**src/rtl/core/speech_phrase_endpointer_assert.svh**
```systemverilog
// ----------------------------------------------------------------------------
// Assertion macros for the phrase endpointer
// Short forms of clocked implication checks, with reset held out.
// ----------------------------------------------------------------------------
`ifndef SPEECH_PHRASE_ENDPOINTER_ASSERT_SVH
`define SPEECH_PHRASE_ENDPOINTER_ASSERT_SVH

// Same-cycle implication
`define SPE_ASSERT_NOW(lbl, ante, cons) \
  lbl: assert property (@(posedge clk) disable iff (rst) (ante) |-> (cons)) \
    else $error("endpointer check failed");

// Next-cycle implication
`define SPE_ASSERT_NEXT(lbl, ante, cons) \
  lbl: assert property (@(posedge clk) disable iff (rst) (ante) |=> (cons)) \
    else $error("endpointer check failed");

`endif

```
**src/rtl/core/spe_pkg.sv**
```systemverilog
// ----------------------------------------------------------------------------
// spe_pkg
// Types and constants of the speech phrase endpointer.
// ----------------------------------------------------------------------------
`default_nettype none

package spe_pkg;

  localparam int unsigned PROB_W      = 11;
  localparam int unsigned FLEN_W      = 11;
  localparam int unsigned CNT_W       = 8;
  localparam int unsigned LEN_W       = 20;
  localparam int unsigned HSUM_W      = 14;
  localparam int unsigned HCNT_W      = 4;
  localparam int unsigned PREROLL_DEPTH = 10;

  localparam logic [FLEN_W-1:0] MAX_FRAME_LEN      = 11'd1024;
  localparam logic [2:0]        CONFIRM_NORMAL     = 3'd2;
  localparam logic [2:0]        CONFIRM_MUTED      = 3'd5;
  localparam logic [2:0]        CONFIRM_MAX        = 3'd7;
  localparam logic [CNT_W-1:0]  CNT_MAX            = 8'd255;
  localparam logic [LEN_W-1:0]  LEN_MAX            = 20'hFFFFF;
  // longest phrase that is still dropped as too short
  localparam logic [LEN_W-1:0]  SHORT_PHRASE_LEN   = 20'd6400;
  localparam logic [HCNT_W-1:0] HIST_FULL          = HCNT_W'(PREROLL_DEPTH);

  localparam int unsigned IN_TDATA_W  = 40;
  localparam int unsigned OUT_TDATA_W = 32;
  localparam int unsigned APB_AW      = 5;
  localparam int unsigned APB_DW      = 32;

  // Register map, index = paddr[4:2]
  typedef enum logic [2:0] {
    REG_SPEECH_THR    = 3'd0,
    REG_INTERRUPT_THR = 3'd1,
    REG_SILENCE_THR   = 3'd2,
    REG_HANGOVER      = 3'd3,
    REG_WAKE_THR      = 3'd4,
    REG_WAKE_LEVEL    = 3'd5,
    REG_WAKE_REFRACT  = 3'd6,
    REG_MAX_SAMPLES   = 3'd7
  } reg_idx_t;

  // Result item; aborted sits in the lowest bit once packed
  typedef struct packed {
    logic             speaking;
    logic [LEN_W-1:0] phrase_len;
    logic             forced_by_length;
    logic             sent;
    logic             ended;
    logic [3:0]       preroll_used;
    logic             started_by_wake;
    logic             started;
    logic             aborted;
  } result_t;

endpackage

`default_nettype wire

```
**src/rtl/core/speech_phrase_endpointer.sv**
```systemverilog
// ----------------------------------------------------------------------------
// speech_phrase_endpointer
// Frame-rate phrase start/end detector with wake streak and mute abort.
// ----------------------------------------------------------------------------
// One transfer on the input stream is one audio frame. The block updates its
// phrase state in the cycle the frame is taken and returns exactly one result
// transfer per frame, through the result register. A new frame can be
// taken every cycle: the whole update is a handful of compares and a few
// narrow adds between the input handshake and the result register. A skid
// register behind the result register keeps the input open for one more
// frame while the downstream side stalls; input tready drops only when both
// hold results. Thresholds and limits are written over the APB port and
// should only be changed while no frame is in flight. Frames with a length
// of zero leave the state alone and report the current phrase state.
// ----------------------------------------------------------------------------
`default_nettype none

module speech_phrase_endpointer (
  input  wire logic                            clk,
  input  wire logic                            rst,
  // input frames
  input  wire logic                            s_tvalid,
  output      logic                            s_tready,
  // [10:0] speech_prob, [21:11] wake_score, [22] wake_enabled, [23] muted,
  // [34:24] frame_len, [39:35] zero
  input  wire logic [spe_pkg::IN_TDATA_W-1:0]  s_tdata,
  // results
  output      logic                            m_tvalid,
  input  wire logic                            m_tready,
  // [0] aborted, [1] started, [2] started_by_wake, [6:3] preroll_used,
  // [7] ended, [8] sent, [9] forced_by_length, [29:10] phrase_len,
  // [30] speaking, [31] zero
  output      logic [spe_pkg::OUT_TDATA_W-1:0] m_tdata,
  // configuration
  input  wire logic                            psel,
  input  wire logic                            penable,
  input  wire logic                            pwrite,
  input  wire logic [spe_pkg::APB_AW-1:0]      paddr,
  input  wire logic [spe_pkg::APB_DW-1:0]      pwdata,
  output      logic [spe_pkg::APB_DW-1:0]      prdata,
  output      logic                            pready
);
  import spe_pkg::*;

  // --------------------------------------------------------------------------
  // Configuration registers
  // --------------------------------------------------------------------------
  logic [PROB_W-1:0] speech_thr, interrupt_thr, silence_thr, wake_thr;
  logic [CNT_W-1:0]  hangover, wake_level, wake_refract;
  logic [LEN_W-1:0]  max_samples;
  logic              cfg_we;
  reg_idx_t          cfg_idx;

  assign pready  = 1'b1;
  assign cfg_we  = psel & penable & pwrite;
  assign cfg_idx = reg_idx_t'(paddr[4:2]);

  always_ff @(posedge clk) begin
    if (rst) begin
      speech_thr    <= 11'd563;
      interrupt_thr <= 11'd870;
      silence_thr   <= 11'd205;
      hangover      <= 8'd32;
      wake_thr      <= 11'd512;
      wake_level    <= 8'd3;
      wake_refract  <= 8'd60;
      max_samples   <= 20'd240000;
    end else if (cfg_we) begin
      unique case (cfg_idx)
        REG_SPEECH_THR:    speech_thr    <= pwdata[PROB_W-1:0];
        REG_INTERRUPT_THR: interrupt_thr <= pwdata[PROB_W-1:0];
        REG_SILENCE_THR:   silence_thr   <= pwdata[PROB_W-1:0];
        REG_HANGOVER:      hangover      <= pwdata[CNT_W-1:0];
        REG_WAKE_THR:      wake_thr      <= pwdata[PROB_W-1:0];
        REG_WAKE_LEVEL:    wake_level    <= pwdata[CNT_W-1:0];
        REG_WAKE_REFRACT:  wake_refract  <= pwdata[CNT_W-1:0];
        REG_MAX_SAMPLES:   max_samples   <= pwdata[LEN_W-1:0];
        default:           ;
      endcase
    end
  end

  always_comb begin
    unique case (cfg_idx)
      REG_SPEECH_THR:    prdata = APB_DW'(speech_thr);
      REG_INTERRUPT_THR: prdata = APB_DW'(interrupt_thr);
      REG_SILENCE_THR:   prdata = APB_DW'(silence_thr);
      REG_HANGOVER:      prdata = APB_DW'(hangover);
      REG_WAKE_THR:      prdata = APB_DW'(wake_thr);
      REG_WAKE_LEVEL:    prdata = APB_DW'(wake_level);
      REG_WAKE_REFRACT:  prdata = APB_DW'(wake_refract);
      REG_MAX_SAMPLES:   prdata = APB_DW'(max_samples);
      default:           prdata = '0;
    endcase
  end

  // --------------------------------------------------------------------------
  // Input fields
  // --------------------------------------------------------------------------
  logic [PROB_W-1:0] in_prob, in_score;
  logic              in_wake_en, in_muted;
  logic [FLEN_W-1:0] in_flen;
  logic              in_xfer;

  assign in_prob    = s_tdata[10:0];
  assign in_score   = s_tdata[21:11];
  assign in_wake_en = s_tdata[22];
  assign in_muted   = s_tdata[23];
  assign in_flen    = s_tdata[34:24];
  assign in_xfer    = s_tvalid & s_tready;

  // --------------------------------------------------------------------------
  // Phrase state
  // --------------------------------------------------------------------------
  logic              phrase_open, phrase_open_next;
  logic              mute_seen, mute_seen_next;
  logic [CNT_W-1:0]  silence_count, silence_count_next;
  logic [2:0]        confirm_streak, confirm_streak_next;
  logic [CNT_W-1:0]  wake_streak, wake_streak_next;
  logic [CNT_W-1:0]  refractory_left, refractory_left_next;
  logic [LEN_W-1:0]  phrase_samples, phrase_samples_next;
  logic [HCNT_W-1:0] history_count, history_count_next;
  logic [HSUM_W-1:0] history_sum, history_sum_next;
  // frame-length history, oldest first; only written entries are ever read
  logic [FLEN_W-1:0] history_lengths [PREROLL_DEPTH];
  logic [FLEN_W-1:0] history_lengths_next [PREROLL_DEPTH];
  result_t           res_next;

  always_comb begin
    logic [FLEN_W-1:0] flen;
    logic [PROB_W-1:0] active_thr;
    logic [2:0]        confirm_need;
    logic              open_now;
    logic [LEN_W:0]    len_sum;
    logic              timeout, over_limit;

    phrase_open_next     = phrase_open;
    mute_seen_next       = mute_seen;
    silence_count_next   = silence_count;
    confirm_streak_next  = confirm_streak;
    wake_streak_next     = wake_streak;
    refractory_left_next = refractory_left;
    phrase_samples_next  = phrase_samples;
    history_count_next   = history_count;
    history_sum_next     = history_sum;
    history_lengths_next = history_lengths;
    res_next             = '0;
    flen       = (in_flen > MAX_FRAME_LEN) ? MAX_FRAME_LEN : in_flen;
    active_thr = in_muted ? interrupt_thr : speech_thr;
    confirm_need = in_muted ? CONFIRM_MUTED : CONFIRM_NORMAL;
    open_now   = 1'b0;
    len_sum    = '0;
    timeout    = 1'b0;
    over_limit = 1'b0;

    if (in_flen != '0) begin
      // mute onset drops an open phrase
      if (in_muted && !mute_seen && phrase_open) begin
        res_next.aborted    = 1'b1;
        phrase_open_next    = 1'b0;
        silence_count_next  = '0;
        confirm_streak_next = '0;
        phrase_samples_next = '0;
      end
      mute_seen_next = in_muted;

      if (refractory_left != '0) refractory_left_next = refractory_left - 8'd1;

      // history push: append until full, then shift out the oldest
      if (history_count >= HIST_FULL) begin
        history_sum_next = history_sum - HSUM_W'(history_lengths[0]) + HSUM_W'(flen);
        for (int i = 0; i < PREROLL_DEPTH - 1; i++) begin
          history_lengths_next[i] = history_lengths[i+1];
        end
        history_lengths_next[PREROLL_DEPTH-1] = flen;
      end else begin
        for (int i = 0; i < PREROLL_DEPTH; i++) begin
          if (history_count == HCNT_W'(i)) history_lengths_next[i] = flen;
        end
        history_count_next = history_count + 4'd1;
        history_sum_next   = history_sum + HSUM_W'(flen);
      end

      // wake streak
      if (in_wake_en && refractory_left_next == '0) begin
        if (in_score >= wake_thr) begin
          if (wake_streak != CNT_MAX) wake_streak_next = wake_streak + 8'd1;
          if (wake_streak_next >= wake_level && !phrase_open_next) begin
            open_now                 = 1'b1;
            res_next.started_by_wake = 1'b1;
            wake_streak_next         = '0;
            refractory_left_next     = wake_refract;
          end
        end else begin
          wake_streak_next = '0;
        end
      end

      // speech confirmation and silence run
      if (in_prob >= active_thr) begin
        silence_count_next = '0;
        if (!phrase_open_next && !open_now) begin
          if (confirm_streak_next != CONFIRM_MAX)
            confirm_streak_next = confirm_streak_next + 3'd1;
          if (confirm_streak_next >= confirm_need) open_now = 1'b1;
        end
      end else begin
        if (!phrase_open_next && !open_now) confirm_streak_next = '0;
        if (in_prob < silence_thr && (phrase_open_next || open_now) &&
            silence_count_next != CNT_MAX)
          silence_count_next = silence_count_next + 8'd1;
      end

      // opening: phrase starts with the earlier frames of the history
      if (open_now) begin
        res_next.started      = 1'b1;
        res_next.preroll_used = history_count_next - 4'd1;
        phrase_open_next      = 1'b1;
        confirm_streak_next   = '0;
        phrase_samples_next   = LEN_W'(history_sum_next - HSUM_W'(flen));
      end

      if (phrase_open_next) begin
        len_sum = {1'b0, phrase_samples_next} + (LEN_W+1)'(flen);
        phrase_samples_next = len_sum[LEN_W] ? LEN_MAX : len_sum[LEN_W-1:0];
        timeout    = silence_count_next >= hangover;
        over_limit = phrase_samples_next >= max_samples;
        if (timeout || over_limit) begin
          res_next.ended            = 1'b1;
          res_next.forced_by_length = over_limit;
          res_next.sent             = phrase_samples_next > SHORT_PHRASE_LEN;
          res_next.phrase_len       = phrase_samples_next;
          phrase_open_next          = 1'b0;
          silence_count_next        = '0;
          phrase_samples_next       = '0;
        end
      end
    end

    if (!res_next.ended) res_next.phrase_len = phrase_samples_next;
    res_next.speaking = phrase_open_next;
  end

  always_ff @(posedge clk) begin
    if (rst) begin
      phrase_open     <= 1'b0;
      mute_seen       <= 1'b0;
      silence_count   <= '0;
      confirm_streak  <= '0;
      wake_streak     <= '0;
      refractory_left <= '0;
      phrase_samples  <= '0;
      history_count   <= '0;
      history_sum     <= '0;
    end else if (in_xfer) begin
      phrase_open     <= phrase_open_next;
      mute_seen       <= mute_seen_next;
      silence_count   <= silence_count_next;
      confirm_streak  <= confirm_streak_next;
      wake_streak     <= wake_streak_next;
      refractory_left <= refractory_left_next;
      phrase_samples  <= phrase_samples_next;
      history_count   <= history_count_next;
      history_sum     <= history_sum_next;
    end
  end

  always_ff @(posedge clk) begin
    if (in_xfer) history_lengths <= history_lengths_next;
  end

  // --------------------------------------------------------------------------
  // Result register with skid stage
  // --------------------------------------------------------------------------
  result_t out_res, skid_res;
  logic    out_valid, skid_valid;
  logic    out_xfer;

  assign s_tready = ~skid_valid;
  assign m_tvalid = out_valid;
  assign m_tdata  = {1'b0, out_res};
  assign out_xfer = out_valid & m_tready;

  always_ff @(posedge clk) begin
    if (rst) begin
      out_valid  <= 1'b0;
      skid_valid <= 1'b0;
    end else begin
      if (skid_valid) begin
        // input is closed; drain skid into the output when it frees up
        if (out_xfer) begin
          out_valid  <= 1'b1;
          skid_valid <= 1'b0;
        end
      end else if (in_xfer) begin
        if (!out_valid || out_xfer) out_valid <= 1'b1;
        else                        skid_valid <= 1'b1;
      end else if (out_xfer) begin
        out_valid <= 1'b0;
      end
    end
  end

  always_ff @(posedge clk) begin
    if (skid_valid) begin
      if (out_xfer) out_res <= skid_res;
    end else if (in_xfer) begin
      if (!out_valid || out_xfer) out_res  <= res_next;
      else                        skid_res <= res_next;
    end
  end

  // --------------------------------------------------------------------------
  // Checks
  // --------------------------------------------------------------------------
`include "speech_phrase_endpointer_assert.svh"

  `SPE_ASSERT_NOW(a_skid_behind_out, skid_valid, out_valid)
  `SPE_ASSERT_NOW(a_hist_count_range, 1'b1, history_count <= HIST_FULL)
  `SPE_ASSERT_NOW(a_open_has_samples, phrase_open, phrase_samples != '0)
  `SPE_ASSERT_NOW(a_sent_needs_end, out_valid && out_res.sent, out_res.ended)
  `SPE_ASSERT_NEXT(a_stall_fills_skid, in_xfer && out_valid && !m_tready, skid_valid)

endmodule

`default_nettype wire

```
**config.mk**
```make
export PLATFORM = sky130hd
export DESIGN_NAME = speech_phrase_endpointer
export DESIGN_NICKNAME = d
export VERILOG_FILES = /design/src/rtl/core/spe_pkg.sv /design/src/rtl/core/speech_phrase_endpointer.sv
export VERILOG_INCLUDE_DIRS = /design/src /design/src/rtl/core
export SDC_FILE = /design/constraint.sdc
export NUM_CORES = 1
export LEC_CHECK = 0
export BUFFER_PORTS_ARGS = -buffer_cell sky130_fd_sc_hd__buf_2
export CORE_MARGIN = 3
export CORE_UTILIZATION = 55
export DETAILED_ROUTE_END_ITERATION = 16
export GPL_TIMING_DRIVEN = 0
export PLACE_DENSITY_LB_ADDON = 0.25
export SYNTH_ARGS = -nofsm -noshare
export SYNTH_HDL_FRONTEND = slang
export SYNTH_SLANG_ARGS = --single-unit
```
**constraint.sdc**
```tcl
create_clock -name clk -period 10.6 [get_ports clk]
set_input_delay 3.18 -clock clk [delete_from_list [all_inputs] [get_ports clk]]
set_output_delay 3.18 -clock clk [all_outputs]
set_load 0.02 [all_outputs]
```
==> key figures, run 1 <==
Clocking
  • CTS root buffer: clkbuf_16
  • TritonCTS clock tree: done
  • TritonCTS Buffers: 37
  • Clk pin slew, worst setup/hold paths: 0.06 ns
  • H-tree levels: 2
  • Skew-Pair Late Insertion Delay: 0.57 ns
  • CTS Sinks: 329
  • Clock buffer depth: 3

Layout
  • Area grow syn2layout: 18.5%
  • Nets: 2609
  • Share of cells above drive strength 1: 17.7%
  • Fillers: 2902
  • N_diodes: 0
  • Layout Cells excl Fill: 2869
  • Post-route cell area: 23600 µm²

Yosys
  • Top-count cell post-synth: nand2_1
  • Post-synth top area share: 25.9%
  • Post-Synth Adder-Cell Area: 9.51%
  • Post-synthesis cell type with the largest combined area: edfxtp_1
  • Unique masters post-synth: 91
  • Synth Flop Type: edfxtp_1
  • Synth Area in Compound Gates: 21.9%
  • Avg Cell Area, Syn: 9.23 µm²
  • Synthesis Warnings: 0
  • Cells after Synth: 2158
  • Number of flops mapped to enable cells by yosys: 172
  • Post-synthesis xor/xnor area fraction: 2.63%
  • Sequential share of the synthesized area: 41.7%
  • Main combinational cell family by area after synthesis: compound AO/OA/AOI/OAI gates
  • Fraction of registers with async set/reset: 0%
  • Synth area leaders: edfxtp_1 26%, dfxtp_1 16%, ha_1 8.1%, a21o_1 4.9%, nand2_1 4.8%
  • Post-synthesis mux area share: 4.54%
  • Post-Syn Area: 19900 µm²
  • Synth cell count leaders: 255 x nand2_1, 177 x nor2_1, 172 x edfxtp_1
  • Synth Area in Simple Gates: 14.2%
  • Yosys reg bits: 329

Critical path
  • Worst Path Required: 10.87 ns
  • Crit end category: flip-flop
  • Register-to-register setup slack: 1.88 ns
  • Slowest cell on the critical path: fa_2
  • Startpoint Class: input pin
  • CP Class: in2reg
  • Crit-path max cell delay: 0.59 ns
  • Worst Path Max Fanout: 5
  • CP arrival: 10.76 ns

Power and ir drop
  • Max VDD drop: 0.124 mV
  • Cell Pwr Density: 160 nW/µm²
  • Lkg Pwr: 10.1 nW
  • Pwr Total: 3.78 mW

Placement
  • Final HPWL DP: 47.4 mm
  • Dpl cells: 2740
  • DP Area: 21100 µm²
  • Count of input and output buffers: 109
  • Global placer's final weighted congestion: 0.997

Floorplanning
  • Initial Util: 55.9%
  • FP Rows: 69
  • Core footprint: 35700 µm²
  • Die Ht: 196 µm
  • Die W: 196 µm
  • I/O pins: 151
  • Die area: 38500 µm²

Timing
  • Worst rel slew slack: 19.7%
  • Hold WS: 0.468 ns
  • RSZ-0062 raised after global routing: yes
  • Fmax: 0.0953 GHz
  • Worst-Margin Slew: 1.20 ns
  • Slew Viols, Final: 0
  • Number of setup violations in the final report: 0
  • Min cycle time layout: 10.50 ns
  • Hold Vio Cnt, Final: 0
  • Clock Skews: 0.0387 ns
  • Fin crit share: 99.0%
  • Final TNS setup: 0 ns

Drt
  • Vias: 17900
  • Drt first pass iters: 5
  • Antenna viol nets, final: 0
  • DRT iter0 DRCs: 1526
  • Vias/cell: 6.23
  • Residual DRC: 0
  • Routed wire per std cell: 22.5 µm
  • Final WL: 64.4 mm

GRT
  • First-pass GRT wire length: 97.4 mm
  • GRT Residual Overflow: 0
  • Overall Global Routing Usage: 32.4%
  • Pin count of the biggest net entering global routing: 32
  • Initial antenna violation count: 0
  • Vias in the first global route: 17500

Run status
  • Outcome: finished, final reports clean

Min path
  • Hold crit path type: reg2reg

Flow run
  • Max Cap Viol: 0
## cells by family (layout without fill, tap and decap cells)
logic type / after synthesis / after routing
other cells: 2 / 14
fa+ha+maj: 143 / 143
xor+xnor: 59 / 59
flops: 329 / 329
mux: 85 / 85
simple gates: 632 / 632
compound gates: 642 / 642
buf+inv: 266 / 504
## through the flow
step / utilization, % / setup WS [ns]
global route: 66.2 / -0.145
finish: 66.2 / 0.102
detailed placement: 59.3 / -2.50
global placement: 59.3 / -2.34
floorplan: - / 0.00291
CTS: 64.2 / 0.00597
## final cells by class
| cell class | count | area [µm²] | share of cell area, % |
|---|---|---|---|
| timing repair buffer | 174 | 1050 | 4.47 |
| sequential | 329 | 8310 | 35.2 |
| multi-input combinational | 1575 | 11300 | 48.1 |
| clock inverter | 20 | 145 | 0.615 |
| tap | 461 | 577 | 2.44 |
| clock buffer | 45 | 977 | 4.14 |
| buffer | 129 | 674 | 2.86 |
| inverter | 136 | 520 | 2.21 |
## layer usage
| layer | up-vias | wire length [µm] | global-route usage, % |
|---|---|---|---|
| li1 | 8229 | - | - |
| met1 | 8582 | 25100 | 40.7 |
| met2 | 837 | 30200 | 53.4 |
| met3 | 236 | 4760 | 4.43 |
| met4 | 0 | 4380 | 19.6 |
| met5 | - | 0 | 0 |
## repair_timing
item                                    CTS  global route
resized for setup                        77           105
setup buffers                            37            29
hold buffers                              0             0
pin swaps                                31            48
endpoints found under the setup margin   39            37
## power by group
part           switching, mW  internal (mW)  total [mW]
Clock                  0.536          0.684        1.22
Combinational          0.677          0.444        1.12
Sequential            0.0348           1.41        1.44
## critical path: cells and delay by family
family,cells,cell delay [ns]
compound gates,19,3.67
fa+ha+maj,5,1.77
buf+inv,7,0.57
xor+xnor,2,0.32
simple gates,10,1.22
## sequential cells by signal (all words and copies together), names as in the netlist
register         cells
max_samples         20
skid_res            31
silence_count        8
history_lengths    110
hangover             8
refractory_left      8
skid_valid           1
wake_thr            11
phrase_open          1
confirm_streak       3
speech_thr          11
history_count        4
history_sum         14
interrupt_thr       11
wake_level           8
silence_thr         11
wake_streak          8
m_tvalid             1
wake_refract         8
phrase_samples      20
m_tdata             31
mute_seen            1
## cells in the final DEF (no fill, tap or decap), types with 9 or more instances in the layout
master / netlist / layout
nor2_1: 177 / 169
edfxtp_1: 172 / 172
nand2_1: 255 / 242
nand2_2: 0 / 9
inv_1: 134 / 130
buf_4: 15 / 78
a211oi_1: 25 / 20
ha_4: 0 / 12
o211ai_1: 30 / 30
clkbuf_16: 0 / 40
clkbuf_1: 95 / 96
buf_2: 10 / 114
o21ai_0: 105 / 88
a21oi_1: 165 / 151
mux2_2: 32 / 30
fa_1: 14 / 11
dfxtp_1: 157 / 157
conb_1: 2 / 14
xnor2_1: 38 / 36
o31ai_1: 13 / 9
o21a_1: 13 / 12
o21ai_1: 7 / 17
nor3_1: 24 / 21
a21o_1: 131 / 131
ha_1: 129 / 112
nand4_1: 12 / 12
and2_1: 23 / 22
nand3_1: 48 / 46
mux2i_1: 52 / 52
nand2b_1: 29 / 27
and3_1: 15 / 13
xor2_1: 20 / 19
a221oi_1: 20 / 20
a22oi_1: 20 / 19
nor2b_1: 15 / 14
## worst paths after layout
kind / to / cells after the start / startpoint
worst min register to register: mute_seen / 2 / mute_seen
worst max register to register: m_tdata[23] / 40 / history_count[0]
worst min-delay path: mute_seen / 2 / mute_seen
worst max-delay path: m_tdata[23] / 43 / s_tdata[34]
Power figures use the tool's default switching activity.
==> run 2: changes to the inputs <==
BUFFER_PORTS_ARGS = -buffer_cell sky130_fd_sc_hd__clkbuf_2   (was -buffer_cell sky130_fd_sc_hd__buf_2)
==> key figures, run 2 (same netlist as run 1, synthesis figures left out) <==
Run status
  • Outcome: finished, final reports clean (unchanged)

Power and ir drop
  • Logic pwr share: 27.5% (was 29.6%)
  • Lkg Pwr: 10.2 nW (was 10.1 nW)
  • Clk pwr share: 36.3% (was 32.3%)
  • Sequential share of power: 36.2% (was 38.1%)
  • Internal power: 2.72 mW (was 2.53 mW)
  • Cell Pwr Density: 168 nW/µm² (was 160 nW/µm²)
  • Sw Share: 31.7% (was 33.0%)
  • Switch Pwr: 1.26 mW (was 1.25 mW)
  • Max VDD drop: 0.109 mV (was 0.124 mV)

Floorplanning
  • Die Ht: 196 µm (unchanged)
  • Die area: 38500 µm² (unchanged)
  • Core footprint: 35700 µm² (unchanged)
  • FP Rows: 69 (unchanged)
  • Die W: 196 µm (unchanged)
  • I/O pins: 151 (unchanged)
  • Initial Util: 55.9% (unchanged)

Drt
  • Vias: 17800 (was 17900)
  • Drt first pass iters: 8 (was 5)
  • Residual DRC: 0 (unchanged)
  • Antenna viol nets, final: 0 (unchanged)
  • Routed wire per std cell: 22.5 µm (about the same)
  • Vias/cell: 6.19 (was 6.23)
  • Final WL: 64.8 mm (was 64.4 mm)
  • DRT iter0 DRCs: 1542 (was 1526)

GRT
  • First-pass GRT wire length: 98.4 mm (was 97.4 mm)
  • Pin count of the biggest net entering global routing: 32 (unchanged)
  • Initial antenna violation count: 1 (was 0)
  • GRT Residual Overflow: 0 (unchanged)
  • Vias in the first global route: 17400 (was 17500)
  • Overall Global Routing Usage: 32.8% (was 32.4%)

Timing
  • Fin crit share: 99.3% (was 99.0%)
  • Worst rel slew slack: 26.2% (was 19.7%)
  • Final TNS setup: 0 ns (unchanged)
  • Fmax: 0.0950 GHz (was 0.0953 GHz)
  • Hold Vio Cnt, Final: 0 (unchanged)
  • Min cycle time layout: 10.53 ns (was 10.50 ns)
  • Hold WS: 0.455 ns (was 0.468 ns)
  • Clock Skews: 0.0230 ns (was 0.0387 ns)
  • Number of setup violations in the final report: 0 (unchanged)
  • RSZ-0062 raised after global routing: yes (unchanged)
  • Slew Viols, Final: 0 (unchanged)
  • Worst-Margin Slew: 1.10 ns (was 1.20 ns)

Clocking
  • Clock buffer depth: 3 (unchanged)
  • CTS Hold Buffers Added: 0 (unchanged)
  • TritonCTS Buffers: 39 (was 37)
  • TritonCTS clock tree: done (unchanged)
  • Skew-Pair Late Insertion Delay: 0.55 ns (was 0.57 ns)
  • CTS Sinks: 329 (unchanged)
  • Clk pin slew, worst setup/hold paths: 0.06 ns (about the same)
  • H-tree levels: 2 (unchanged)
  • CTS root buffer: clkbuf_16 (unchanged)

Placement
  • DP Area: 21100 µm² (unchanged)
  • Global placer's final weighted congestion: 0.990 (was 0.997)
  • Count of input and output buffers: 109 (unchanged)
  • Final HPWL DP: 48.0 mm (was 47.4 mm)

Min path
  • Hold crit path type: reg2reg (unchanged)

Layout
  • Register area: 8310 µm² (unchanged)
  • Share of cells above drive strength 1: 17.6% (was 17.7%)
  • Fillers: 2916 (was 2902)
  • Util after Layout: 66.5% (was 66.2%)
  • Most common cell after layout, fill and taps aside: nand2_1 (unchanged)
  • Post-route cell area: 23700 µm² (was 23600 µm²)
  • N_diodes: 0 (unchanged)
  • Nets: 2609 (unchanged)
  • Area grow syn2layout: 19.0% (was 18.5%)
  • Area occupied by multi-input gates: 11200 µm² (was 11300 µm²)
  • Most flops, register: history_lengths (unchanged)
  • Most frequent cells in the layout: 244 x nand2_1, 173 x nor2_1, 172 x edfxtp_1, 157 x dfxtp_1, 153 x a21oi_1 (was 242 x nand2_1, 172 x edfxtp_1, 169 x nor2_1, 157 x dfxtp_1, 151 x a21oi_1)
  • Max reg flops: 110 (unchanged)

Critical path
  • Crit end category: flip-flop (unchanged)
  • R2R cell count: 40 (unchanged)
  • Worst Path Max Fanout: 7 (was 5)
  • CP startpoint: s_tdata[34] (unchanged)
  • Slowest cell on the critical path: fa_1 (was fa_2)
  • Crit path capture: m_tdata[23] (unchanged)
  • Worst Path Required: 10.94 ns (was 10.87 ns)
  • Startpoint Class: input pin (unchanged)
  • CP arrival: 10.87 ns (was 10.76 ns)
  • Reg2reg end: m_tdata[23] (unchanged)
  • CP Class: in2reg (unchanged)
  • Register-to-register setup slack: 1.76 ns (was 1.88 ns)
  • Crit-path max cell delay: 0.57 ns (was 0.59 ns)
  • R2r startpoint: history_count[0] (unchanged)

Flow run
  • Max Cap Viol: 0 (unchanged)
[run 2: what timing repair did]
action / in CTS / in global routing
setup buffers: 39 / 26
endpoints found under the setup margin: 39 / 38
pin swaps: 30 / 46
resized for setup: 89 / 75
hold endpoints to repair: 0 / 0
[run 2: stage by stage]
stage | setup slack (ns) | total power [mW] | cells
CTS | 0.00473 | 3.90 | 2849
global placement | -2.45 | 2.36 | 2740
detailed placement | -2.54 | 2.38 | 2740
floorplan | 0.00291 | 2.10 | 2170
finish | 0.0725 | 3.99 | 2874
global route | -0.278 | 4.13 | 2874
[run 2: final cells by class]
class,instances,area share [%]
inverters,136,2.24
well taps,461,2.43
flip-flops and latches,329,35.0
clock inverters,25,1.38
multi-input cells,1575,47.2
repair buffers,173,4.42
clock buffers,47,4.46
plain buffers,128,2.79
[run 2: worst min-delay path by stage]
stage | start | to | slack [ns] | cells after the start
floorplan | mute_seen | mute_seen | 0.43 | 2
global placement | mute_seen | mute_seen | 0.44 | 2
detailed placement | mute_seen | mute_seen | 0.44 | 2
CTS | silence_thr[4] | silence_thr[4] | 0.46 | 2
global route | confirm_streak[1] | confirm_streak[1] | 0.49 | 2
finish | silence_thr[4] | silence_thr[4] | 0.46 | 2
[run 2: worst max-delay path: cells and delay by family]
| family | cells | cell delay (ns) |
|---|---|---|
| compound gates | 23 | 4.43 |
| xor+xnor | 1 | 0.20 |
| fa+ha+maj | 5 | 1.56 |
| buf+inv | 7 | 0.69 |
| simple gates | 6 | 0.82 |
[run 2: routing by layer]
| metal | vias up | track usage [%] | share of wire [%] |
|---|---|---|---|
| met5 | - | 0 | 0.014 |
| met4 | 2 | 19.4 | 6.5 |
| met3 | 220 | 4.84 | 7.4 |
| met2 | 875 | 54.3 | 47 |
| met1 | 8473 | 40.8 | 39 |
| li1 | 8226 | - | - |
[run 2: power groups by stage]
stage | Sequential, mW | Combinational, mW | Clock [mW]
floorplan | 1.48 | 0.619 | 0
global placement | 1.47 | 0.892 | 0
detailed placement | 1.47 | 0.913 | 0
CTS | 1.44 | 1.01 | 1.46
global route | 1.45 | 1.17 | 1.50
finish | 1.44 | 1.10 | 1.45
